## src/hw/rtl/aadm_pkg.sv

```systemverilog
// ----------------------------------------------------------------------------
// Analog axis dead-zone mapper package
// Shared widths, calibration constants, register codes and stage structs.
// ----------------------------------------------------------------------------
package aadm_pkg;

   localparam int SAMPLE_BITS_DEF = 12;
   localparam int LEVEL_BITS      = 12;
   localparam int CSR_IDX_BITS    = 3;
   localparam int CSR_DATA_BITS   = LEVEL_BITS;
   localparam int PCT_BITS        = 8;
   // quotient of (d * 100) / span with d < span stays below 100
   localparam int QUOT_BITS       = 7;
   // guard bits so level differences and band constants compare without wrap
   localparam int EXT_BITS        = 3;

   localparam logic [LEVEL_BITS-1:0] LEVEL_RESET = 12'd2047;

   localparam int JOY_CENTRE_BAND = 250;
   localparam int JOY_END_BAND    = 150;
   localparam int TRIG_LOW_BAND   = 200;
   localparam int TRIG_HIGH_BAND  = 350;

   localparam logic [PCT_BITS-1:0] PCT_FULL = 8'd100;
   localparam logic [PCT_BITS-1:0] PCT_ZERO = 8'd0;

   typedef enum logic [CSR_IDX_BITS-1:0] {
      CSR_HOME   = 3'd0,
      CSR_LOW    = 3'd1,
      CSR_HIGH   = 3'd2,
      CSR_INVERT = 3'd3,
      CSR_MODE   = 3'd4
   } aadm_csr_type;

   typedef struct packed {
      logic [LEVEL_BITS-1:0] home;
      logic [LEVEL_BITS-1:0] low;
      logic [LEVEL_BITS-1:0] high;
      logic                  invert;
      logic                  one_sided;
   } aadm_cfg_type;

   // result = base + (neg ? -quotient : quotient)
   typedef struct packed {
      logic                neg;
      logic [PCT_BITS-1:0] base;
      logic                cal;
   } aadm_ctl_type;

endpackage

```

## src/hw/rtl/aadm_if.sv

```systemverilog
// ----------------------------------------------------------------------------
// Analog axis dead-zone mapper channels
// Request channel (raw sample) and response channel (percent, calibrated).
// ----------------------------------------------------------------------------
interface aadm_req_if #(
   parameter int SAMPLE_BITS = aadm_pkg::SAMPLE_BITS_DEF
);
   logic                   valid;
   logic                   ready;
   logic [SAMPLE_BITS-1:0] sample;

   modport source (output valid, output sample, input ready);
   modport sink   (input valid, input sample, output ready);
endinterface

interface aadm_rsp_if;
   logic                          valid;
   logic                          ready;
   logic [aadm_pkg::PCT_BITS-1:0] percent;
   logic                          calibrated;

   modport source (output valid, output percent, output calibrated, input ready);
   modport sink   (input valid, input percent, input calibrated, output ready);
endinterface

```

## src/hw/rtl/aadm_front.sv

```systemverilog
// ----------------------------------------------------------------------------
// Mapper front end
// Three stages: level differences, band decode and select, scale by 100.
// ----------------------------------------------------------------------------
module aadm_front #(
   parameter int SAMPLE_BITS = aadm_pkg::SAMPLE_BITS_DEF
) (
   input  logic                                   clock,
   input  logic                                   reset,
   input  aadm_pkg::aadm_cfg_type                 cfg,
   input  logic                                   in_valid,
   output logic                                   in_ready,
   input  logic [SAMPLE_BITS-1:0]                 in_sample,
   output logic                                   out_valid,
   input  logic                                   out_ready,
   output logic [SAMPLE_BITS+aadm_pkg::QUOT_BITS-1:0] out_num,
   output logic [SAMPLE_BITS-1:0]                 out_span,
   output aadm_pkg::aadm_ctl_type                 out_ctl
);
   import aadm_pkg::*;

   localparam int W  = SAMPLE_BITS;
   localparam int LW = SAMPLE_BITS + EXT_BITS;
   localparam int NW = SAMPLE_BITS + QUOT_BITS;

   localparam logic signed [LW-1:0] C_TL      = LW'(TRIG_LOW_BAND);
   localparam logic signed [LW-1:0] C_TH_NEG  = LW'(-TRIG_HIGH_BAND);
   localparam logic signed [LW-1:0] C_TSPAN   = LW'(TRIG_LOW_BAND + TRIG_HIGH_BAND);
   localparam logic signed [LW-1:0] C_JC      = LW'(JOY_CENTRE_BAND);
   localparam logic signed [LW-1:0] C_JC_NEG  = LW'(-JOY_CENTRE_BAND);
   localparam logic signed [LW-1:0] C_JE      = LW'(JOY_END_BAND);
   localparam logic signed [LW-1:0] C_JE_NEG  = LW'(-JOY_END_BAND);
   localparam logic signed [LW-1:0] C_JSPAN   = LW'(JOY_CENTRE_BAND + JOY_END_BAND);

   logic              s1_valid_ff, s2_valid_ff, s3_valid_ff;
   logic              s1_en, s2_en, s3_en;

   logic [W-1:0]      home_w, low_w, high_w;
   logic signed [LW-1:0] xs, hs, ls, his;
   logic signed [LW-1:0] dxh_in, dxl_in, dxhi_in, sh_in, sl_in;
   logic signed [LW-1:0] dxh_ff, dxl_ff, dxhi_ff, sh_ff, sl_ff;

   logic signed [LW-1:0] d_full, span_full;
   logic [PCT_BITS-1:0]  pct_lo, pct_hi;
   aadm_ctl_type         ctl_in;
   logic [W-1:0]         d_ff, span2_ff;
   aadm_ctl_type         ctl2_ff;

   logic [NW-1:0]        num_in;
   logic [NW-1:0]        num_ff;
   logic [W-1:0]         span3_ff;
   aadm_ctl_type         ctl3_ff;

   // advance a stage when it is empty or its content moves on
   assign s3_en    = !s3_valid_ff || out_ready;
   assign s2_en    = !s2_valid_ff || s3_en;
   assign s1_en    = !s1_valid_ff || s2_en;
   assign in_ready = s1_en;

   always_ff @(posedge clock) begin
      if (reset) begin
         s1_valid_ff <= 1'b0;
         s2_valid_ff <= 1'b0;
         s3_valid_ff <= 1'b0;
      end else begin
         if (s1_en) begin
            s1_valid_ff <= in_valid;
         end
         if (s2_en) begin
            s2_valid_ff <= s1_valid_ff;
         end
         if (s3_en) begin
            s3_valid_ff <= s2_valid_ff;
         end
      end
   end

   // stage 1: differences of the sample and calibration levels
   assign home_w  = W'(cfg.home);
   assign low_w   = W'(cfg.low);
   assign high_w  = W'(cfg.high);
   assign xs      = LW'(in_sample);
   assign hs      = LW'(home_w);
   assign ls      = LW'(low_w);
   assign his     = LW'(high_w);
   assign dxh_in  = xs - hs;
   assign dxl_in  = xs - ls;
   assign dxhi_in = xs - his;
   assign sh_in   = his - hs;
   assign sl_in   = hs - ls;

   always_ff @(posedge clock) begin
      if (s1_en) begin
         dxh_ff  <= dxh_in;
         dxl_ff  <= dxl_in;
         dxhi_ff <= dxhi_in;
         sh_ff   <= sh_in;
         sl_ff   <= sl_in;
      end
   end

   // stage 2: pick the band; constant bands get d = 0 so the quotient is 0
   assign pct_lo = cfg.invert ? PCT_FULL : -PCT_FULL;
   assign pct_hi = cfg.invert ? -PCT_FULL : PCT_FULL;

   always_comb begin
      d_full      = '0;
      span_full   = LW'(1);
      ctl_in.neg  = cfg.invert;
      ctl_in.base = PCT_ZERO;
      ctl_in.cal  = 1'b0;
      if (cfg.one_sided) begin
         ctl_in.cal = sh_ff > C_TSPAN;
         if (dxh_ff <= C_TL) begin
            ctl_in.base = cfg.invert ? PCT_FULL : PCT_ZERO;
         end else if (dxhi_ff >= C_TH_NEG) begin
            ctl_in.base = cfg.invert ? PCT_ZERO : PCT_FULL;
         end else begin
            d_full      = dxh_ff - C_TL;
            span_full   = sh_ff - C_TSPAN;
            ctl_in.base = cfg.invert ? PCT_FULL : PCT_ZERO;
         end
      end else begin
         ctl_in.cal = (sl_ff > C_JSPAN) && (sh_ff > C_JSPAN);
         if ((dxh_ff >= C_JC_NEG) && (dxh_ff <= C_JC)) begin
            ctl_in.base = PCT_ZERO;
         end else if (dxl_ff <= C_JE) begin
            ctl_in.base = pct_lo;
         end else if (dxhi_ff >= C_JE_NEG) begin
            ctl_in.base = pct_hi;
         end else if (dxh_ff[LW-1]) begin
            d_full      = dxl_ff - C_JE;
            span_full   = sl_ff - C_JSPAN;
            ctl_in.base = pct_lo;
         end else begin
            d_full      = dxh_ff - C_JC;
            span_full   = sh_ff - C_JSPAN;
            ctl_in.base = PCT_ZERO;
         end
      end
   end

   always_ff @(posedge clock) begin
      if (s2_en) begin
         d_ff     <= d_full[W-1:0];
         span2_ff <= span_full[W-1:0];
         ctl2_ff  <= ctl_in;
      end
   end

   // stage 3: d * 100 as 64 + 32 + 4
   assign num_in = NW'({d_ff, 6'b0}) + NW'({d_ff, 5'b0}) + NW'({d_ff, 2'b0});

   always_ff @(posedge clock) begin
      if (s3_en) begin
         num_ff   <= num_in;
         span3_ff <= span2_ff;
         ctl3_ff  <= ctl2_ff;
      end
   end

   assign out_valid = s3_valid_ff;
   assign out_num   = num_ff;
   assign out_span  = span3_ff;
   assign out_ctl   = ctl3_ff;

endmodule

```

## src/hw/rtl/aadm_div_stage.sv

```systemverilog
// ----------------------------------------------------------------------------
// Mapper divider stage
// One restoring step: resolves quotient bit BIT of (d * 100) / span.
// ----------------------------------------------------------------------------
module aadm_div_stage #(
   parameter int SAMPLE_BITS = aadm_pkg::SAMPLE_BITS_DEF,
   parameter int BIT         = 0
) (
   input  logic                                       clock,
   input  logic                                       reset,
   input  logic                                       in_valid,
   output logic                                       in_ready,
   input  logic [SAMPLE_BITS+aadm_pkg::QUOT_BITS-1:0] in_rem,
   input  logic [SAMPLE_BITS-1:0]                     in_span,
   input  logic [aadm_pkg::QUOT_BITS-1:0]             in_quot,
   input  aadm_pkg::aadm_ctl_type                     in_ctl,
   output logic                                       out_valid,
   input  logic                                       out_ready,
   output logic [SAMPLE_BITS+aadm_pkg::QUOT_BITS-1:0] out_rem,
   output logic [SAMPLE_BITS-1:0]                     out_span,
   output logic [aadm_pkg::QUOT_BITS-1:0]             out_quot,
   output aadm_pkg::aadm_ctl_type                     out_ctl
);
   import aadm_pkg::*;

   localparam int NW = SAMPLE_BITS + QUOT_BITS;

   logic                    valid_ff;
   logic                    en;
   logic [NW-1:0]           trial;
   logic                    fits;
   logic [NW-1:0]           rem_in, rem_ff;
   logic [QUOT_BITS-1:0]    quot_in, quot_ff;
   logic [SAMPLE_BITS-1:0]  span_ff;
   aadm_ctl_type            ctl_ff;

   assign en       = !valid_ff || out_ready;
   assign in_ready = en;

   assign trial   = NW'(in_span) << BIT;
   assign fits    = in_rem >= trial;
   assign rem_in  = fits ? (in_rem - trial) : in_rem;
   assign quot_in = in_quot | (QUOT_BITS'(fits) << BIT);

   always_ff @(posedge clock) begin
      if (reset) begin
         valid_ff <= 1'b0;
      end else if (en) begin
         valid_ff <= in_valid;
      end
   end

   always_ff @(posedge clock) begin
      if (en) begin
         rem_ff  <= rem_in;
         quot_ff <= quot_in;
         span_ff <= in_span;
         ctl_ff  <= in_ctl;
      end
   end

   assign out_valid = valid_ff;
   assign out_rem   = rem_ff;
   assign out_span  = span_ff;
   assign out_quot  = quot_ff;
   assign out_ctl   = ctl_ff;

endmodule

```

## src/hw/rtl/aadm_back.sv

```systemverilog
// ----------------------------------------------------------------------------
// Mapper back end
// Applies the signed quotient to the band base and holds the response.
// ----------------------------------------------------------------------------
module aadm_back (
   input  logic                           clock,
   input  logic                           reset,
   input  logic                           in_valid,
   output logic                           in_ready,
   input  logic [aadm_pkg::QUOT_BITS-1:0] in_quot,
   input  aadm_pkg::aadm_ctl_type         in_ctl,
   aadm_rsp_if.source                     rsp_chan
);
   import aadm_pkg::*;

   logic                valid_ff;
   logic                en;
   logic [PCT_BITS-1:0] step;
   logic [PCT_BITS-1:0] percent_in, percent_ff;
   logic                cal_ff;

   assign en       = !valid_ff || rsp_chan.ready;
   assign in_ready = en;

   assign step       = PCT_BITS'(in_quot);
   assign percent_in = in_ctl.neg ? (in_ctl.base - step) : (in_ctl.base + step);

   always_ff @(posedge clock) begin
      if (reset) begin
         valid_ff <= 1'b0;
      end else if (en) begin
         valid_ff <= in_valid;
      end
   end

   always_ff @(posedge clock) begin
      if (en) begin
         percent_ff <= percent_in;
         cal_ff     <= in_ctl.cal;
      end
   end

   assign rsp_chan.valid      = valid_ff;
   assign rsp_chan.percent    = percent_ff;
   assign rsp_chan.calibrated = cal_ff;

endmodule

```

## src/hw/rtl/analog_axis_deadzone_mapper_unit.sv

```systemverilog
// ----------------------------------------------------------------------------
// Analog axis dead-zone mapper
// Maps a raw ADC sample to a percent position using calibration registers.
// ----------------------------------------------------------------------------
//  channel   dir  handshake      payload
//  req_chan  in   valid/ready    sample[SAMPLE_BITS]
//  rsp_chan  out  valid/ready    percent[8] (signed), calibrated
//  csr_*     in   csr_we         csr_index[3], csr_wdata[12]
//
//  One request per cycle unless the response side stalls. Three front stages,
//  seven divider stages (one quotient bit each), one response register.
//  Reset clears every stage valid bit and loads the calibration defaults.
//  On a stall each stage holds while its successor is full; empty stages
//  keep filling, so requests are taken until the whole pipe is full.
// ----------------------------------------------------------------------------
module analog_axis_deadzone_mapper_unit #(
   parameter int SAMPLE_BITS = aadm_pkg::SAMPLE_BITS_DEF
) (
   input  logic                               clock,
   input  logic                               reset,
   aadm_req_if.sink                           req_chan,
   aadm_rsp_if.source                         rsp_chan,
   input  logic                               csr_we,
   input  logic [aadm_pkg::CSR_IDX_BITS-1:0]  csr_index,
   input  logic [aadm_pkg::CSR_DATA_BITS-1:0] csr_wdata
);
   import aadm_pkg::*;

   localparam int NW = SAMPLE_BITS + QUOT_BITS;

   aadm_cfg_type          cfg_ff;

   logic                  valid_w [QUOT_BITS+1];
   logic                  ready_w [QUOT_BITS+1];
   logic [NW-1:0]         rem_w   [QUOT_BITS+1];
   logic [SAMPLE_BITS-1:0] span_w [QUOT_BITS+1];
   logic [QUOT_BITS-1:0]  quot_w  [QUOT_BITS+1];
   aadm_ctl_type          ctl_w   [QUOT_BITS+1];

   always_ff @(posedge clock) begin
      if (reset) begin
         cfg_ff.home      <= LEVEL_RESET;
         cfg_ff.low       <= LEVEL_RESET;
         cfg_ff.high      <= LEVEL_RESET;
         cfg_ff.invert    <= 1'b0;
         cfg_ff.one_sided <= 1'b0;
      end else if (csr_we) begin
         case (aadm_csr_type'(csr_index))
            CSR_HOME: begin
               cfg_ff.home <= csr_wdata;
            end
            CSR_LOW: begin
               cfg_ff.low <= csr_wdata;
            end
            CSR_HIGH: begin
               cfg_ff.high <= csr_wdata;
            end
            CSR_INVERT: begin
               cfg_ff.invert <= csr_wdata[0];
            end
            CSR_MODE: begin
               cfg_ff.one_sided <= csr_wdata[0];
            end
            default: begin
               // drop writes to unmapped indexes
            end
         endcase
      end
   end

   aadm_front #(
      .SAMPLE_BITS (SAMPLE_BITS)
   ) u_front (
      .clock     (clock),
      .reset     (reset),
      .cfg       (cfg_ff),
      .in_valid  (req_chan.valid),
      .in_ready  (req_chan.ready),
      .in_sample (req_chan.sample),
      .out_valid (valid_w[0]),
      .out_ready (ready_w[0]),
      .out_num   (rem_w[0]),
      .out_span  (span_w[0]),
      .out_ctl   (ctl_w[0])
   );

   assign quot_w[0] = '0;

   for (genvar i = 0; i < QUOT_BITS; i++) begin : g_div
      aadm_div_stage #(
         .SAMPLE_BITS (SAMPLE_BITS),
         .BIT         (QUOT_BITS - 1 - i)
      ) u_div (
         .clock     (clock),
         .reset     (reset),
         .in_valid  (valid_w[i]),
         .in_ready  (ready_w[i]),
         .in_rem    (rem_w[i]),
         .in_span   (span_w[i]),
         .in_quot   (quot_w[i]),
         .in_ctl    (ctl_w[i]),
         .out_valid (valid_w[i+1]),
         .out_ready (ready_w[i+1]),
         .out_rem   (rem_w[i+1]),
         .out_span  (span_w[i+1]),
         .out_quot  (quot_w[i+1]),
         .out_ctl   (ctl_w[i+1])
      );
   end

   aadm_back u_back (
      .clock    (clock),
      .reset    (reset),
      .in_valid (valid_w[QUOT_BITS]),
      .in_ready (ready_w[QUOT_BITS]),
      .in_quot  (quot_w[QUOT_BITS]),
      .in_ctl   (ctl_w[QUOT_BITS]),
      .rsp_chan (rsp_chan)
   );

endmodule

```

## src/flat_wrapper.sv

```systemverilog
// flat-port wrapper written by rule: the top's interface ports become plain ports
module analog_axis_deadzone_mapper_unit_flat import aadm_pkg::*;
#(
   parameter int SAMPLE_BITS = aadm_pkg::SAMPLE_BITS_DEF
)
  (clock, reset, csr_we, csr_index, csr_wdata, req_chan_valid, req_chan_sample, req_chan_ready, rsp_chan_valid, rsp_chan_percent, rsp_chan_calibrated, rsp_chan_ready);
  aadm_req_if #(.SAMPLE_BITS(SAMPLE_BITS)) req_chan_i ();
  aadm_rsp_if rsp_chan_i ();
  input  logic clock;
  input  logic reset;
  input  logic csr_we;
  input  logic [aadm_pkg::CSR_IDX_BITS-1:0] csr_index;
  input  logic [aadm_pkg::CSR_DATA_BITS-1:0] csr_wdata;
  input wire logic [$bits(req_chan_i.valid)-1:0] req_chan_valid;
  input wire logic [$bits(req_chan_i.sample)-1:0] req_chan_sample;
  output wire logic [$bits(req_chan_i.ready)-1:0] req_chan_ready;
  output wire logic [$bits(rsp_chan_i.valid)-1:0] rsp_chan_valid;
  output wire logic [$bits(rsp_chan_i.percent)-1:0] rsp_chan_percent;
  output wire logic [$bits(rsp_chan_i.calibrated)-1:0] rsp_chan_calibrated;
  input wire logic [$bits(rsp_chan_i.ready)-1:0] rsp_chan_ready;
  assign req_chan_i.valid = req_chan_valid;
  assign req_chan_i.sample = req_chan_sample;
  assign req_chan_ready = req_chan_i.ready;
  assign rsp_chan_valid = rsp_chan_i.valid;
  assign rsp_chan_percent = rsp_chan_i.percent;
  assign rsp_chan_calibrated = rsp_chan_i.calibrated;
  assign rsp_chan_i.ready = rsp_chan_ready;
  analog_axis_deadzone_mapper_unit #(.SAMPLE_BITS(SAMPLE_BITS)) u_core (.clock(clock), .reset(reset), .req_chan(req_chan_i), .rsp_chan(rsp_chan_i), .csr_we(csr_we), .csr_index(csr_index), .csr_wdata(csr_wdata));
endmodule
```

## config.mk

```make
export PLATFORM = sky130hd
export DESIGN_NAME = analog_axis_deadzone_mapper_unit_flat
export DESIGN_NICKNAME = d
export VERILOG_FILES = /design/src/hw/rtl/aadm_pkg.sv /design/src/hw/rtl/aadm_if.sv /design/src/hw/rtl/aadm_front.sv /design/src/hw/rtl/aadm_div_stage.sv /design/src/hw/rtl/aadm_back.sv /design/src/hw/rtl/analog_axis_deadzone_mapper_unit.sv /design/src/flat_wrapper.sv
export SDC_FILE = /design/constraint.sdc
export NUM_CORES = 1
export LEC_CHECK = 0
export BUFFER_PORTS_ARGS = -buffer_cell sky130_fd_sc_hd__buf_2
export CAP_MARGIN = 20
export CORE_AREA = 5 5 256 258
export DETAILED_ROUTE_END_ITERATION = 10
export DIE_AREA = 0 0 261 263
export MAX_ROUTING_LAYER = met4
export PLACE_DENSITY = 0.66
export SKIP_CTS_REPAIR_TIMING = 1
export SYNTH_ARGS = -nofsm -noshare
export SYNTH_HDL_FRONTEND = slang
export SYNTH_HIERARCHICAL = 1
export SYNTH_SLANG_ARGS = --single-unit
```

## constraint.sdc

```tcl
create_clock -name clock -period 15.5 [get_ports clock]
set_clock_uncertainty 0.1 [all_clocks]
set_input_delay 0 -clock clock [delete_from_list [all_inputs] [get_ports clock]]
set_output_delay 0 -clock clock [all_outputs]
set_load 0.02 [all_outputs]
```

==> report_table.html, run 1 <==
<table>
<tr><th>Metric</th><th>Value</th></tr>
<tr><th colspan="2">Worst hold path</th></tr>
<tr><td>Hold Path Origin</td><td>rsp_chan_ready</td></tr>
<tr><td>Worst Hold Class</td><td>input port to flip-flop</td></tr>
<tr><th colspan="2">Drt</th></tr>
<tr><td>Via count normalized by instance count</td><td>between 5 and 6</td></tr>
<tr><td>DRC violation total after the first TritonRoute iteration</td><td>1,124</td></tr>
<tr><td>Detail-routed net length per standard cell</td><td>17.8 um</td></tr>
<tr><td>Number of antenna-violating nets in the routed design</td><td>0</td></tr>
<tr><td>Overall routed net length</td><td>56,900 um</td></tr>
<tr><td>Total via count after detailed routing</td><td>between 15,000 and 20,000</td></tr>
<tr><td>DR pass1 iterations</td><td>5</td></tr>
<tr><td>Number of remaining DRC errors</td><td>0</td></tr>
<tr><th colspan="2">Place</th></tr>
<tr><td>Total half-perimeter wirelength after legalization and detailed placement</td><td>~43,000 um</td></tr>
<tr><td>Buffers on Ports</td><td>42</td></tr>
<tr><td>Final weighted congestion of routability-driven global placement</td><td>approximately 0.9</td></tr>
<tr><td>Total placed cells including tap cells</td><td>just over 3,000</td></tr>
<tr><th colspan="2">Synthesis</th></tr>
<tr><td>Number of synthesis warnings</td><td>6</td></tr>
<tr><td>Combined area of all synthesized cells</td><td>around 0.026 sq mm</td></tr>
<tr><td>Synth Instances</td><td>approximately 2,200</td></tr>
<tr><td>Mean post-synth cell area</td><td>11.9 sq um</td></tr>
<tr><th colspan="2">Cells and area</th></tr>
<tr><td>Post-route insts no fill</td><td>3,200</td></tr>
<tr><td>Number of filler cells placed in the layout</td><td>~5,500</td></tr>
<tr><td>Layout cell share with drive strength beyond 1</td><td>a little over a tenth</td></tr>
<tr><td>NumNets Final</td><td>between 2,000 and 3,000</td></tr>
<tr><td>P&amp;R area growth vs syn</td><td>12.2%</td></tr>
<tr><th colspan="2">Clock tree</th></tr>
<tr><td>Clock transition at path regs</td><td>~0.06 ns</td></tr>
<tr><td>Number of H-tree branching levels</td><td>2</td></tr>
<tr><td>Root buffer cell</td><td>sky130_fd_sc_hd__clkbuf_16</td></tr>
<tr><td>Clock latency on the worst-skew pair</td><td>0.61 ns</td></tr>
<tr><td>Maximum buffer depth of the clock tree</td><td>3</td></tr>
<tr><td>Total clock sinks</td><td>490</td></tr>
<tr><td>Inserted Clock Buffers</td><td>slightly above 50</td></tr>
<tr><td>Clock tree from TritonCTS</td><td>yes</td></tr>
<tr><th colspan="2">Global route</th></tr>
<tr><td>Number of antenna violations at the first check in global routing</td><td>2</td></tr>
<tr><td>Pin count of the biggest net entering global routing</td><td>66</td></tr>
<tr><td>Aggregate global-route resource usage</td><td>about 17%</td></tr>
<tr><td>Via count of the first global-routing pass</td><td>between 15,000 and 20,000</td></tr>
<tr><td>Global-route wire length before repair</td><td>around 89,000 um</td></tr>
<tr><td>Total gr overflow</td><td>0</td></tr>
<tr><th colspan="2">Setup path</th></tr>
<tr><td>Critical Path End Type</td><td>output port</td></tr>
<tr><td>Worst Path Arrival</td><td>around 6.3 ns</td></tr>
<tr><td>RR Startpoint</td><td>u_core/u_back/rsp_chan.valid</td></tr>
<tr><td>Setup CP Type</td><td>flip-flop to output port</td></tr>
<tr><td>Critical path origin</td><td>u_core/u_back/rsp_chan.valid</td></tr>
<tr><td>Data required time of the worst path</td><td>roughly 15 ns</td></tr>
<tr><td>Maximum fanout along the worst path</td><td>65</td></tr>
<tr><td>Category of the worst setup path launch point</td><td>flip-flop</td></tr>
<tr><th colspan="2">Floorplan</th></tr>
<tr><td>Number of standard-cell rows in the floorplan</td><td>slightly above 90</td></tr>
<tr><td>Placeable core region</td><td>0.0627 sq mm</td></tr>
<tr><td>Effective utilization at floorplan</td><td>between 40% and 50%</td></tr>
<tr><td>Die height</td><td>around 260 um</td></tr>
<tr><td>Top Ports</td><td>43</td></tr>
<tr><td>Horiz. Die Dim</td><td>approximately 260 um</td></tr>
<tr><td>Overall die area</td><td>about 0.069 sq mm</td></tr>
<tr><th colspan="2">Power and ir drop</th></tr>
<tr><td>Largest voltage drop on the vdd net</td><td>just over 80 uV</td></tr>
<tr><td>Leakage power of the design</td><td>about 12 nW</td></tr>
<tr><td>Ratio of total power to cell area</td><td>between 150 and 200 mW/mm^2</td></tr>
<tr><th colspan="2">Timing</th></tr>
<tr><td>Total count of hold-check failures in the final report</td><td>10</td></tr>
<tr><td>Final slew viol count</td><td>0</td></tr>
<tr><td>Hold Worst Slack</td><td>-0.0180 ns</td></tr>
<tr><td>Actual slew at the worst max-slew pin</td><td>1.06 ns</td></tr>
<tr><td>Remaining max-slew budget at the tightest pin</td><td>28.5%</td></tr>
<tr><td>Share of the clock period used by the worst path after layout</td><td>41.5%</td></tr>
<tr><td>FMAX</td><td>approximately 0.16 GHz</td></tr>
<tr><td>Total negative slack</td><td>0 ns</td></tr>
<tr><td>Final setup fails</td><td>0</td></tr>
<tr><td>Min Tclk post-route</td><td>between 6 and 7 ns</td></tr>
<tr><td>Setup repair after global routing missed its margin</td><td>false</td></tr>
<tr><th colspan="2">Status</th></tr>
<tr><td>Failing checks</td><td>hold timing</td></tr>
<tr><td>Status</td><td>finished, violations left</td></tr>
<tr><th colspan="2">Run</th></tr>
<tr><td>Maximum Capacitance Violations</td><td>0</td></tr>
</table>
cell type report:
cell class                      count  area [sq um]  area share (%)
Multi-Input combinational cell   1473         11200            37.6
Clock inverter                     33           464            1.56
Clock buffer                       61          1330            4.49
Timing Repair Buffer               87           682            2.29
Sequential cell                   490         14200            47.9
Antenna cell                        2          5.00          0.0168
Tap cell                          846          1060            3.56
Inverter                          208           781            2.63
registers in the layout, summed over array words and instances, names as in the netlist, 13 cells and up:
name,cells
u_core/cfg_ff,38
u_core/u_front/sh_ff,13
u_core/u_front/sl_ff,13
u_core/g_div.u_div/out_ctl,70
u_core/g_div.u_div/out_rem,114
u_core/g_div.u_div/out_span,72
u_core/u_front/dxh_ff,13
u_core/u_front/out_num,17
u_core/g_div.u_div/out_quot,49
u_core/u_front/dxl_ff,13
metrics by stage:
| step | area, sq um | hold slack [ns] | power [mW] | setup WS, ns | util, % |
|---|---|---|---|---|---|
| after global placement | 27500 | 0.181 | 3.94 | 8.79 | 43.8 |
| after global routing | 29700 | 0.00479 | 5.59 | 8.51 | 47.4 |
| after floorplan | 26500 | -0.0309 | 3.51 | 3.63 | - |
| final | 29700 | -0.0180 | 5.26 | 9.07 | 47.4 |
| after CTS | 29300 | -0.435 | 5.29 | 7.98 | 46.8 |
| after detailed placement | 27500 | 0.194 | 3.98 | 8.61 | 43.9 |
path summary, 6_finish.rpt:
kind	end	slack, ns	depth (start not counted)
worst min register to register	u_core/g_div[3].u_div/out_ctl[8]	0.31	0
worst min-delay path	u_core/u_back/rsp_chan.valid	-0.02	3
worst max register to register	u_core/u_front/span2_ff[3]	9.56	14
worst max-delay path	req_chan_ready	9.07	16
report_power, final:
| group | internal [mW] | leakage, nW | switching, mW |
|---|---|---|---|
| Combinational | 0.863 | 5.91 | 1.06 |
| Sequential | 1.85 | 5.22 | 0.200 |
| Clock | 0.771 | 0.871 | 0.513 |
critical path, cell delays in order (launching register included):
cell                       delay, ns
sky130_fd_sc_hd__dfxtp_1        0.31
sky130_fd_sc_hd__nand2b_1       0.36
sky130_fd_sc_hd__nand2b_1       0.69
sky130_fd_sc_hd__nand2b_2       0.26
sky130_fd_sc_hd__nand2b_2       0.12
sky130_fd_sc_hd__nand2b_2       0.50
sky130_fd_sc_hd__nand2b_2       0.23
sky130_fd_sc_hd__buf_4          0.48
sky130_fd_sc_hd__nand2b_2       0.22
sky130_fd_sc_hd__buf_4          0.47
sky130_fd_sc_hd__nand2b_2       0.40
sky130_fd_sc_hd__buf_12         0.26
sky130_fd_sc_hd__nor2b_1        0.10
sky130_fd_sc_hd__and2_1         0.23
sky130_fd_sc_hd__nand2_2        0.09
sky130_fd_sc_hd__buf_4          0.64
sky130_fd_sc_hd__buf_2          0.30
placed cells by master, fill, tap and decap left out, drive strengths merged, types with 11 or more instances in the layout:
cell type    count
a211oi          13
nand3           30
dlygate4sd3     32
fa              21
edfxtp         441
xor2            56
xnor2          100
o21ai           88
nor2b           35
o211ai          17
mux2            36
nand2b          30
a31oi           28
mux2i           57
clkinv          21
nor3b           13
or2             14
nand3b          15
o21a            20
conb            11
nand4b          11
a21o            41
o22ai           22
or3             13
clkbuf          62
nand2           97
inv            209
a21oi          137
nor3            36
ha             177
nor2           186
buf             54
dfxtp           49
nor4            15
per-layer routing:
| metal | global-route usage [%] | up-vias | share of wire, % |
|---|---|---|---|
| met5 | - | - | 0 |
| met4 | 4.50 | 0 | 2.3 |
| met3 | 2.08 | 83 | 3.7 |
| met2 | 27.9 | 341 | 50 |
| met1 | 21.2 | 8113 | 44 |
| li1 | - | 8319 | - |
Power figures use the tool's default switching activity.
==> run 2: changes to the inputs <==
Clock period 15.5 ns to 6.1 ns, I/O delays scaled along.
==> run 2 against run 1 <==
Net effect: the run now ends clean; non-clock buffer count stayed put; utilization fell by 0.15 points; hold slack gained 0.058 ns; sequential power increased to 2.5 times the previous value; critical path type unchanged; critical endpoint unchanged.
==> report_table.html, run 2 (synthesis results as in run 1) <==
<table>
<tr><th>Metric</th><th>Value</th></tr>
<tr><th colspan="2">Status</th></tr>
<tr><td>Status</td><td>complete, no violations</td></tr>
<tr><th colspan="2">Drt</th></tr>
<tr><td>DRC violation total after the first TritonRoute iteration</td><td>1,100 (-2.1%)</td></tr>
<tr><td>Detail-routed net length per standard cell</td><td>17.5 um (-1.8%)</td></tr>
<tr><td>Via count normalized by instance count</td><td>5.28 (+0.28%)</td></tr>
<tr><td>Number of antenna-violating nets in the routed design</td><td>0 (unchanged)</td></tr>
<tr><td>Total via count after detailed routing</td><td>16,903 (+0.28%)</td></tr>
<tr><td>Number of remaining DRC errors</td><td>0 (unchanged)</td></tr>
<tr><td>DR pass1 iterations</td><td>5 (unchanged)</td></tr>
<tr><td>Overall routed net length</td><td>55,800 um (-1.8%)</td></tr>
<tr><th colspan="2">Timing</th></tr>
<tr><td>FMAX</td><td>roughly 0.18 GHz</td></tr>
<tr><td>Final worst setup slack</td><td>0.629 ns (-8.45 ns)</td></tr>
<tr><td>Min Tclk post-route</td><td>~5.5 ns</td></tr>
<tr><td>Total negative slack</td><td>0 ns (unchanged)</td></tr>
<tr><td>Setup repair after global routing missed its margin</td><td>false</td></tr>
<tr><td>Final slew viol count</td><td>0 (unchanged)</td></tr>
<tr><td>Final setup fails</td><td>0 (unchanged)</td></tr>
<tr><td>Total count of hold-check failures in the final report</td><td>0 (-10)</td></tr>
<tr><td>Actual slew at the worst max-slew pin</td><td>1.23 ns (+0.171 ns)</td></tr>
<tr><td>Share of the clock period used by the worst path after layout</td><td>between 80% and 90%</td></tr>
<tr><td>Remaining max-slew budget at the tightest pin</td><td>16.9% (-12 points)</td></tr>
<tr><th colspan="2">Floorplan</th></tr>
<tr><td>Overall die area</td><td>0.0686 sq mm (unchanged)</td></tr>
<tr><td>Number of standard-cell rows in the floorplan</td><td>92 (unchanged)</td></tr>
<tr><td>Effective utilization at floorplan</td><td>42.2% (unchanged)</td></tr>
<tr><td>Placeable core region</td><td>0.0627 sq mm (unchanged)</td></tr>
<tr><td>Horiz. Die Dim</td><td>261 um (unchanged)</td></tr>
<tr><td>Die height</td><td>263 um (unchanged)</td></tr>
<tr><td>Top Ports</td><td>43 (unchanged)</td></tr>
<tr><th colspan="2">Setup path</th></tr>
<tr><td>Maximum fanout along the worst path</td><td>65 (unchanged)</td></tr>
<tr><td>Data required time of the worst path</td><td>6.00 ns (-9.40 ns)</td></tr>
<tr><td>Category of the worst setup path launch point</td><td>flip-flop</td></tr>
<tr><td>Worst path cell trace</td><td>nand2b_1 &gt; nand2b_1 &gt; buf_4 &gt; nand2b_4 &gt; nand2b_4 &gt; nand2b_4 &gt; nand2b_4 &gt; nand2b_4 &gt; nand2b_4 &gt; nor2b_1 &gt; and2_1 &gt; nand2_4 &gt; buf_2</td></tr>
<tr><td>Maximum cell stage delay along the critical path</td><td>0.67 ns (-0.02 ns)</td></tr>
<tr><td>R2r endpoint</td><td>u_core/u_front/d_ff[10]</td></tr>
<tr><td>Slowest stage cell on the critical path</td><td>sky130_fd_sc_hd__nand2b_4</td></tr>
<tr><td>Gate family responsible for the most delay along the worst path</td><td>simple AND/OR/NAND/NOR gates</td></tr>
<tr><td>Worst Path Arrival</td><td>5.37 ns (-0.96 ns)</td></tr>
<tr><td>Sum of buffers and inverters on the critical path</td><td>2 (-3)</td></tr>
<tr><td>Number of cell instances on the worst register-to-register path</td><td>12 (-2)</td></tr>
<tr><td>Reg-to-reg slack, setup</td><td>1.02 ns (-8.54 ns)</td></tr>
<tr><td>RR Startpoint</td><td>u_core/u_back/rsp_chan.valid</td></tr>
<tr><td>Dominant cell type by count on the critical path</td><td>sky130_fd_sc_hd__nand2b_4</td></tr>
<tr><td>Critical Path End Type</td><td>output port</td></tr>
<tr><td>Setup CP Type</td><td>flip-flop to output port</td></tr>
<tr><th colspan="2">Power and ir drop</th></tr>
<tr><td>Largest voltage drop on the vdd net</td><td>246 uV (+200%)</td></tr>
<tr><td>Ratio of total power to cell area</td><td>449 mW/mm^2 (+150%)</td></tr>
<tr><td>Leakage power of the design</td><td>12.0 nW (about the same)</td></tr>
<tr><td>Power, Total</td><td>13.3 mW (+150%)</td></tr>
<tr><th colspan="2">Clock tree</th></tr>
<tr><td>Clock transition at path regs</td><td>0.06 ns (about the same)</td></tr>
<tr><td>Total clock sinks</td><td>490 (unchanged)</td></tr>
<tr><td>Inserted Clock Buffers</td><td>51 (unchanged)</td></tr>
<tr><td>Clock tree from TritonCTS</td><td>yes</td></tr>
<tr><td>Number of H-tree branching levels</td><td>2 (unchanged)</td></tr>
<tr><td>Maximum buffer depth of the clock tree</td><td>3 (unchanged)</td></tr>
<tr><td>Root buffer cell</td><td>sky130_fd_sc_hd__clkbuf_16</td></tr>
<tr><td>Clock latency on the worst-skew pair</td><td>0.59 ns (-0.02 ns)</td></tr>
<tr><th colspan="2">Worst hold path</th></tr>
<tr><td>Worst Hold Class</td><td>input port to flip-flop</td></tr>
<tr><td>Endpoint, Worst Hold</td><td>u_core/u_front/dxl_ff[1]</td></tr>
<tr><td>Hold Path Origin</td><td>req_chan_sample[1]</td></tr>
<tr><td>Number of instances on the worst hold path</td><td>4 (+1)</td></tr>
<tr><th colspan="2">Global route</th></tr>
<tr><td>Pin count of the biggest net entering global routing</td><td>66 (unchanged)</td></tr>
<tr><td>Total gr overflow</td><td>0 (unchanged)</td></tr>
<tr><td>Via count of the first global-routing pass</td><td>16,423 (+1.0%)</td></tr>
<tr><td>Global-route wire length before repair</td><td>88,200 um (-0.41%)</td></tr>
<tr><td>Aggregate global-route resource usage</td><td>16.3% (-0.19 points)</td></tr>
<tr><td>Number of antenna violations at the first check in global routing</td><td>1 (-1)</td></tr>
<tr><th colspan="2">Place</th></tr>
<tr><td>Final weighted congestion of routability-driven global placement</td><td>0.897 (-0.52%)</td></tr>
<tr><td>Buffers on Ports</td><td>42 (unchanged)</td></tr>
<tr><td>Worst slack at placement</td><td>0.991 ns (-7.61 ns)</td></tr>
<tr><td>Total placed cells including tap cells</td><td>3,067 (-0.033%)</td></tr>
<tr><td>Total half-perimeter wirelength after legalization and detailed placement</td><td>42,500 um (-1.0%)</td></tr>
<tr><th colspan="2">Cells and area</th></tr>
<tr><td>Max FFs per register</td><td>114 (unchanged)</td></tr>
<tr><td>Post-route insts no fill</td><td>3,200 (unchanged)</td></tr>
<tr><td>Leading cell type in the layout, fill and taps excluded</td><td>sky130_fd_sc_hd__edfxtp_1</td></tr>
<tr><td>P&amp;R area growth vs syn</td><td>11.9%</td></tr>
<tr><td>NumNets Final</td><td>2,541 (unchanged)</td></tr>
<tr><td>Number of filler cells placed in the layout</td><td>5,514 (-0.11%)</td></tr>
<tr><td>Most used cells in the layout excluding fill and tap cells</td><td>sky130_fd_sc_hd__edfxtp_1, sky130_fd_sc_hd__inv_1, sky130_fd_sc_hd__nor2_1, sky130_fd_sc_hd__ha_1, sky130_fd_sc_hd__a21oi_1</td></tr>
<tr><td>Layout cell share with drive strength beyond 1</td><td>10.5% (-0.047 points)</td></tr>
<tr><th colspan="2">Run</th></tr>
<tr><td>Maximum Capacitance Violations</td><td>0 (unchanged)</td></tr>
</table>
-- run 2: final cells by class --
type / count / area (sq um) / area share [%]
clock buffer: 65 / 1380 / 4.66
sequential: 490 / 14200 / 48.0
inverter: 208 / 781 / 2.64
clock inverter: 30 / 345 / 1.17
tap: 846 / 1060 / 3.57
multi-input combinational: 1473 / 11200 / 37.8
timing repair buffer: 87 / 626 / 2.11
antenna: 1 / 2.50 / 0.00845
-- run 2: worst max-delay path by stage --
stage	from	endpoint	cells after the start	slack (ns)
floorplan	u_core/u_back/rsp_chan.valid	u_core/u_front/ctl2_ff[0]	11	0.07
global placement	u_core/u_back/rsp_chan.valid	u_core/u_front/d_ff[3]	12	1.12
global route	u_core/u_back/rsp_chan.valid	req_chan_ready	13	0.18
CTS	u_core/u_back/rsp_chan.valid	req_chan_ready	13	0.51
detailed placement	u_core/u_back/rsp_chan.valid	u_core/u_front/d_ff[2]	12	0.99
finish	u_core/u_back/rsp_chan.valid	req_chan_ready	13	0.63
-- run 2: metrics by stage --
stage | hold slack, ns | util [%] | area (sq um)
finish | 0.0398 | 47.2 | 29600
global route | 0.0784 | 47.2 | 29600
CTS | -0.431 | 46.7 | 29300
detailed placement | 0.192 | 43.9 | 27500
global placement | 0.184 | 43.9 | 27500
floorplan | -0.0309 | - | 26600
-- run 2: per-layer routing --
layer	vias to the layer above	wire, um	global-route usage (%)
met4	0	1540	4.55
met3	107	1810	2.00
li1	8325	-	-
met1	8098	24700	20.7
met5	-	0	-
met2	373	27800	27.8
-- run 2: power breakdown --
| part | internal, mW | switching [mW] |
|---|---|---|
| combinational | 2.20 | 2.74 |
| clock | 1.87 | 1.28 |
| sequential | 4.70 | 0.522 |
| total | 8.76 | 4.55 |
-- run 2: tightest hold or removal path: stages --
cell and delay [ns]:
sky130_fd_sc_hd__buf_2 0.14, sky130_fd_sc_hd__inv_1 0.19, sky130_fd_sc_hd__fa_1 0.20, sky130_fd_sc_hd__inv_1 0.04
==> run 3: changes to the inputs <==
--- a/config.mk
+++ b/config.mk
@@ -7,9 +7,10 @@
 export LEC_CHECK = 0
+export ABC_CLOCK_PERIOD_IN_PS = 6100
 export BUFFER_PORTS_ARGS = -buffer_cell sky130_fd_sc_hd__buf_2
 export CAP_MARGIN = 20
-export CORE_AREA = 5 5 256 258
+export CORE_AREA = 5 5 214 216
 export DETAILED_ROUTE_END_ITERATION = 10
-export DIE_AREA = 0 0 261 263
+export DIE_AREA = 0 0 219 221
 export MAX_ROUTING_LAYER = met4
-export PLACE_DENSITY = 0.66
+export PLACE_DENSITY = 0.87
 export SKIP_CTS_REPAIR_TIMING = 1
==> constraint.sdc (replaced) <==
create_clock -name clock -period 6.1 [get_ports clock]
set_clock_uncertainty 0.1 [all_clocks]
set_input_delay 0.61 -clock clock [delete_from_list [all_inputs] [get_ports clock]]
set_output_delay 0.61 -clock clock [all_outputs]
set_load 0.02 [all_outputs]
==> run 3 against run 2 <==
Net effect: hold slack better by 0.18 ns; non-clock buffer count down 36; utilization up 19 points; routed wire length barely moved; clock power is 7.3% lower; final cell count decreased by 9.3%; sequential share of layout area is 1.4 points higher; register-to-register slack improved by 0.79 ns; via count increased by 2.0%; sequential cell count did not move; critical path depth is 1 lower; sequential power about the same.
==> report_table.html, run 3 (synthesis results as in run 1) <==
<table>
<tr><th>Metric</th><th>Value</th></tr>
<tr><th colspan="2">Status</th></tr>
<tr><td>Status</td><td>complete, no violations</td></tr>
<tr><th colspan="2">Floorplan</th></tr>
<tr><td>Placeable core region</td><td>0.0437 sq mm (-30%)</td></tr>
<tr><td>Horiz. Die Dim</td><td>219 um (-16%)</td></tr>
<tr><td>Overall die area</td><td>0.0484 sq mm (-29%)</td></tr>
<tr><td>Effective utilization at floorplan</td><td>60.5% (+18 points)</td></tr>
<tr><td>Number of standard-cell rows in the floorplan</td><td>77 (-16%)</td></tr>
<tr><td>Top Ports</td><td>43 (unchanged)</td></tr>
<tr><td>Die height</td><td>221 um (-16%)</td></tr>
<tr><th colspan="2">Global route</th></tr>
<tr><td>Via count of the first global-routing pass</td><td>16,995 (+3.5%)</td></tr>
<tr><td>Pin count of the biggest net entering global routing</td><td>66 (unchanged)</td></tr>
<tr><td>GR Util met1</td><td>26.9% (+6.2 points)</td></tr>
<tr><td>Global-route wire length before repair</td><td>88,500 um (+0.35%)</td></tr>
<tr><td>Most used routing layer in global routing</td><td>met2</td></tr>
<tr><td>Met3 track demand over resource in global routing</td><td>3.32% (+1.3 points)</td></tr>
<tr><td>Total gr overflow</td><td>0 (unchanged)</td></tr>
<tr><td>Routing usage on met2</td><td>40.6% (+13 points)</td></tr>
<tr><td>Aggregate global-route resource usage</td><td>23.4% (+7.1 points)</td></tr>
<tr><td>Number of antenna violations at the first check in global routing</td><td>0 (-1)</td></tr>
<tr><th colspan="2">Clock tree</th></tr>
<tr><td>Maximum buffer depth of the clock tree</td><td>3 (unchanged)</td></tr>
<tr><td>Clock transition at path regs</td><td>0.06 ns (about the same)</td></tr>
<tr><td>Number of H-tree branching levels</td><td>2 (unchanged)</td></tr>
<tr><td>Inserted Clock Buffers</td><td>48 (-5.9%)</td></tr>
<tr><td>Clock tree from TritonCTS</td><td>yes</td></tr>
<tr><td>Root buffer cell</td><td>sky130_fd_sc_hd__clkbuf_16</td></tr>
<tr><td>Total clock sinks</td><td>490 (unchanged)</td></tr>
<tr><td>Clock latency on the worst-skew pair</td><td>0.59 ns (about the same)</td></tr>
<tr><th colspan="2">Drt</th></tr>
<tr><td>Overall routed net length</td><td>55,800 um (about the same)</td></tr>
<tr><td>Number of remaining DRC errors</td><td>0 (unchanged)</td></tr>
<tr><td>Total via count after detailed routing</td><td>17,243 (+2.0%)</td></tr>
<tr><td>DR pass1 iterations</td><td>5 (unchanged)</td></tr>
<tr><td>Number of antenna-violating nets in the routed design</td><td>0 (unchanged)</td></tr>
<tr><td>DRC violation total after the first TritonRoute iteration</td><td>1,254 (+14%)</td></tr>
<tr><td>Via count normalized by instance count</td><td>5.94 (+12%)</td></tr>
<tr><td>Detail-routed net length per standard cell</td><td>19.2 um (+10%)</td></tr>
<tr><th colspan="2">Cells and area</th></tr>
<tr><td>P&amp;R area growth vs syn</td><td>8.81%</td></tr>
<tr><td>Layout cell share with drive strength beyond 1</td><td>10.6% (+0.056 points)</td></tr>
<tr><td>Number of filler cells placed in the layout</td><td>3,148 (-43%)</td></tr>
<tr><td>Most used cells in the layout excluding fill and tap cells</td><td>sky130_fd_sc_hd__edfxtp_1, sky130_fd_sc_hd__inv_1, sky130_fd_sc_hd__nor2_1, sky130_fd_sc_hd__ha_1, sky130_fd_sc_hd__a21oi_1</td></tr>
<tr><td>Footprint of the multi-input gates</td><td>0.0112 sq mm (+0.10%)</td></tr>
<tr><td>Max FFs per register</td><td>114 (unchanged)</td></tr>
<tr><td>Antenna Diode Count</td><td>0 (-1)</td></tr>
<tr><td>Storage cell area</td><td>0.0142 sq mm (unchanged)</td></tr>
<tr><td>Leading cell type in the layout, fill and taps excluded</td><td>sky130_fd_sc_hd__edfxtp_1</td></tr>
<tr><td>Post-route insts no fill</td><td>2,904 (-9.3%)</td></tr>
<tr><td>NumNets Final</td><td>2,502 (-1.5%)</td></tr>
<tr><th colspan="2">Run</th></tr>
<tr><td>Maximum Capacitance Violations</td><td>0 (unchanged)</td></tr>
<tr><th colspan="2">Setup path</th></tr>
<tr><td>Number of cell instances on the worst register-to-register path</td><td>11 (-1)</td></tr>
<tr><td>Maximum fanout along the worst path</td><td>65 (unchanged)</td></tr>
<tr><td>Slowest stage cell on the critical path</td><td>sky130_fd_sc_hd__nand2b_4</td></tr>
<tr><td>Worst Path Arrival</td><td>4.36 ns (-1.01 ns)</td></tr>
<tr><td>Setup CP Type</td><td>flip-flop to output port</td></tr>
<tr><td>R2r endpoint</td><td>u_core/u_front/d_ff[6]</td></tr>
<tr><td>RR Startpoint</td><td>u_core/u_back/rsp_chan.valid</td></tr>
<tr><td>Reg-to-reg slack, setup</td><td>1.81 ns (+0.79 ns)</td></tr>
<tr><td>Category of the worst setup path launch point</td><td>flip-flop</td></tr>
<tr><td>Sum of buffers and inverters on the critical path</td><td>1 (-1)</td></tr>
<tr><td>Dominant cell type by count on the critical path</td><td>sky130_fd_sc_hd__nand2b_4</td></tr>
<tr><td>Maximum cell stage delay along the critical path</td><td>0.52 ns (-0.15 ns)</td></tr>
<tr><td>Critical Path End Type</td><td>output port</td></tr>
<tr><td>Worst path cell trace</td><td>nand2b_1 &gt; nand2b_2 &gt; nand2b_4 &gt; nand2b_4 &gt; nand2b_4 &gt; nand2b_4 &gt; nand2b_4 &gt; nand2b_4 &gt; nor2b_1 &gt; and2_1 &gt; nand2_8 &gt; buf_2</td></tr>
<tr><td>Data required time of the worst path</td><td>5.39 ns (-0.61 ns)</td></tr>
<tr><td>Gate family responsible for the most delay along the worst path</td><td>simple AND/OR/NAND/NOR gates</td></tr>
<tr><th colspan="2">Worst hold path</th></tr>
<tr><td>Hold Path Origin</td><td>csr_wdata[8]</td></tr>
<tr><td>Number of instances on the worst hold path</td><td>3 (-1)</td></tr>
<tr><td>Worst Hold Class</td><td>input port to flip-flop</td></tr>
<tr><td>Endpoint, Worst Hold</td><td>u_core/cfg_ff[10]</td></tr>
<tr><th colspan="2">Timing</th></tr>
<tr><td>Final slew viol count</td><td>0 (unchanged)</td></tr>
<tr><td>Final setup fails</td><td>0 (unchanged)</td></tr>
<tr><td>Share of the clock period used by the worst path after layout</td><td>83.1% (-6.6 points)</td></tr>
<tr><td>Remaining max-slew budget at the tightest pin</td><td>26.4% (+9.5 points)</td></tr>
<tr><td>Setup repair after global routing missed its margin</td><td>false</td></tr>
<tr><td>Total negative slack</td><td>0 ns (unchanged)</td></tr>
<tr><td>Total count of hold-check failures in the final report</td><td>0 (unchanged)</td></tr>
<tr><td>Actual slew at the worst max-slew pin</td><td>1.10 ns (-0.132 ns)</td></tr>
<tr><td>FMAX</td><td>0.197 GHz (+7.9%)</td></tr>
<tr><td>Min Tclk post-route</td><td>5.07 ns (-0.402 ns)</td></tr>
<tr><th colspan="2">Place</th></tr>
<tr><td>Total placed cells including tap cells</td><td>2,813 (-8.3%)</td></tr>
<tr><td>Total half-perimeter wirelength after legalization and detailed placement</td><td>41,300 um (-2.8%)</td></tr>
<tr><td>Buffers on Ports</td><td>42 (unchanged)</td></tr>
<tr><td>Final weighted congestion of routability-driven global placement</td><td>0.971 (+8.2%)</td></tr>
<tr><th colspan="2">Power and ir drop</th></tr>
<tr><td>Largest voltage drop on the vdd net</td><td>273 uV (+11%)</td></tr>
<tr><td>Leakage power of the design</td><td>11.8 nW (-1.9%)</td></tr>
<tr><td>Ratio of total power to cell area</td><td>453 mW/mm^2 (+0.89%)</td></tr>
</table>
-- run 3: worst reg2reg max path, delay by kind of cell (launching register included) --
kind | cells | cell delay [ns]
and+or+nand+nor | 10 | 2.77
buffers and inverters | 1 | 0.62
DFF | 1 | 0.33
-- run 3: worst max path at each step --
stage / startpoint / cells past startpoint / slack (ns) / to
final: u_core/u_back/rsp_chan.valid / 12 / 1.03 / req_chan_ready
after global routing: u_core/u_back/rsp_chan.valid / 12 / 0.74 / req_chan_ready
after CTS: u_core/u_back/rsp_chan.valid / 12 / 0.95 / req_chan_ready
after detailed placement: rsp_chan_ready / 13 / 1.20 / req_chan_ready
after global placement: rsp_chan_ready / 13 / 1.32 / req_chan_ready
after floorplan: rsp_chan_ready / 11 / 0.01 / req_chan_ready
-- run 3: layout make-up --
class	instances	area share [%]
timing repair buffer	51	0.977
sequential	490	49.4
tap	592	2.57
multi-input combinational	1473	38.9
clock inverter	29	0.903
clock buffer	61	4.52
inverter	208	2.72
-- run 3: per-layer routing --
metal / vias up / routed length, um
li1: 8241 / -
met1: 8272 / 21600
met2: 579 / 28700
met3: 151 / 2530
met4: 0 / 2970
met5: - / 0
-- run 3: power by group --
part | internal, mW | switching [mW]
Clock | 1.68 | 1.23
Combinational | 2.18 | 2.73
Sequential | 4.70 | 0.535
-- run 3: through the flow --
stage          power, mW  worst slack [ns]  area, sq um  hold WS (ns)  util (%)
2_1_floorplan       8.91            0.0104        26600         0.300         -
3_3_place_gp        9.83              1.32        27200         0.303      62.3
3_5_place_dp        10.0              1.20        27200         0.305      62.3
4_1_cts             13.0             0.952        28800         0.193      65.8
5_1_grt             13.8             0.735        28800         0.211      65.9
6_report            13.1              1.03        28800         0.215      65.9
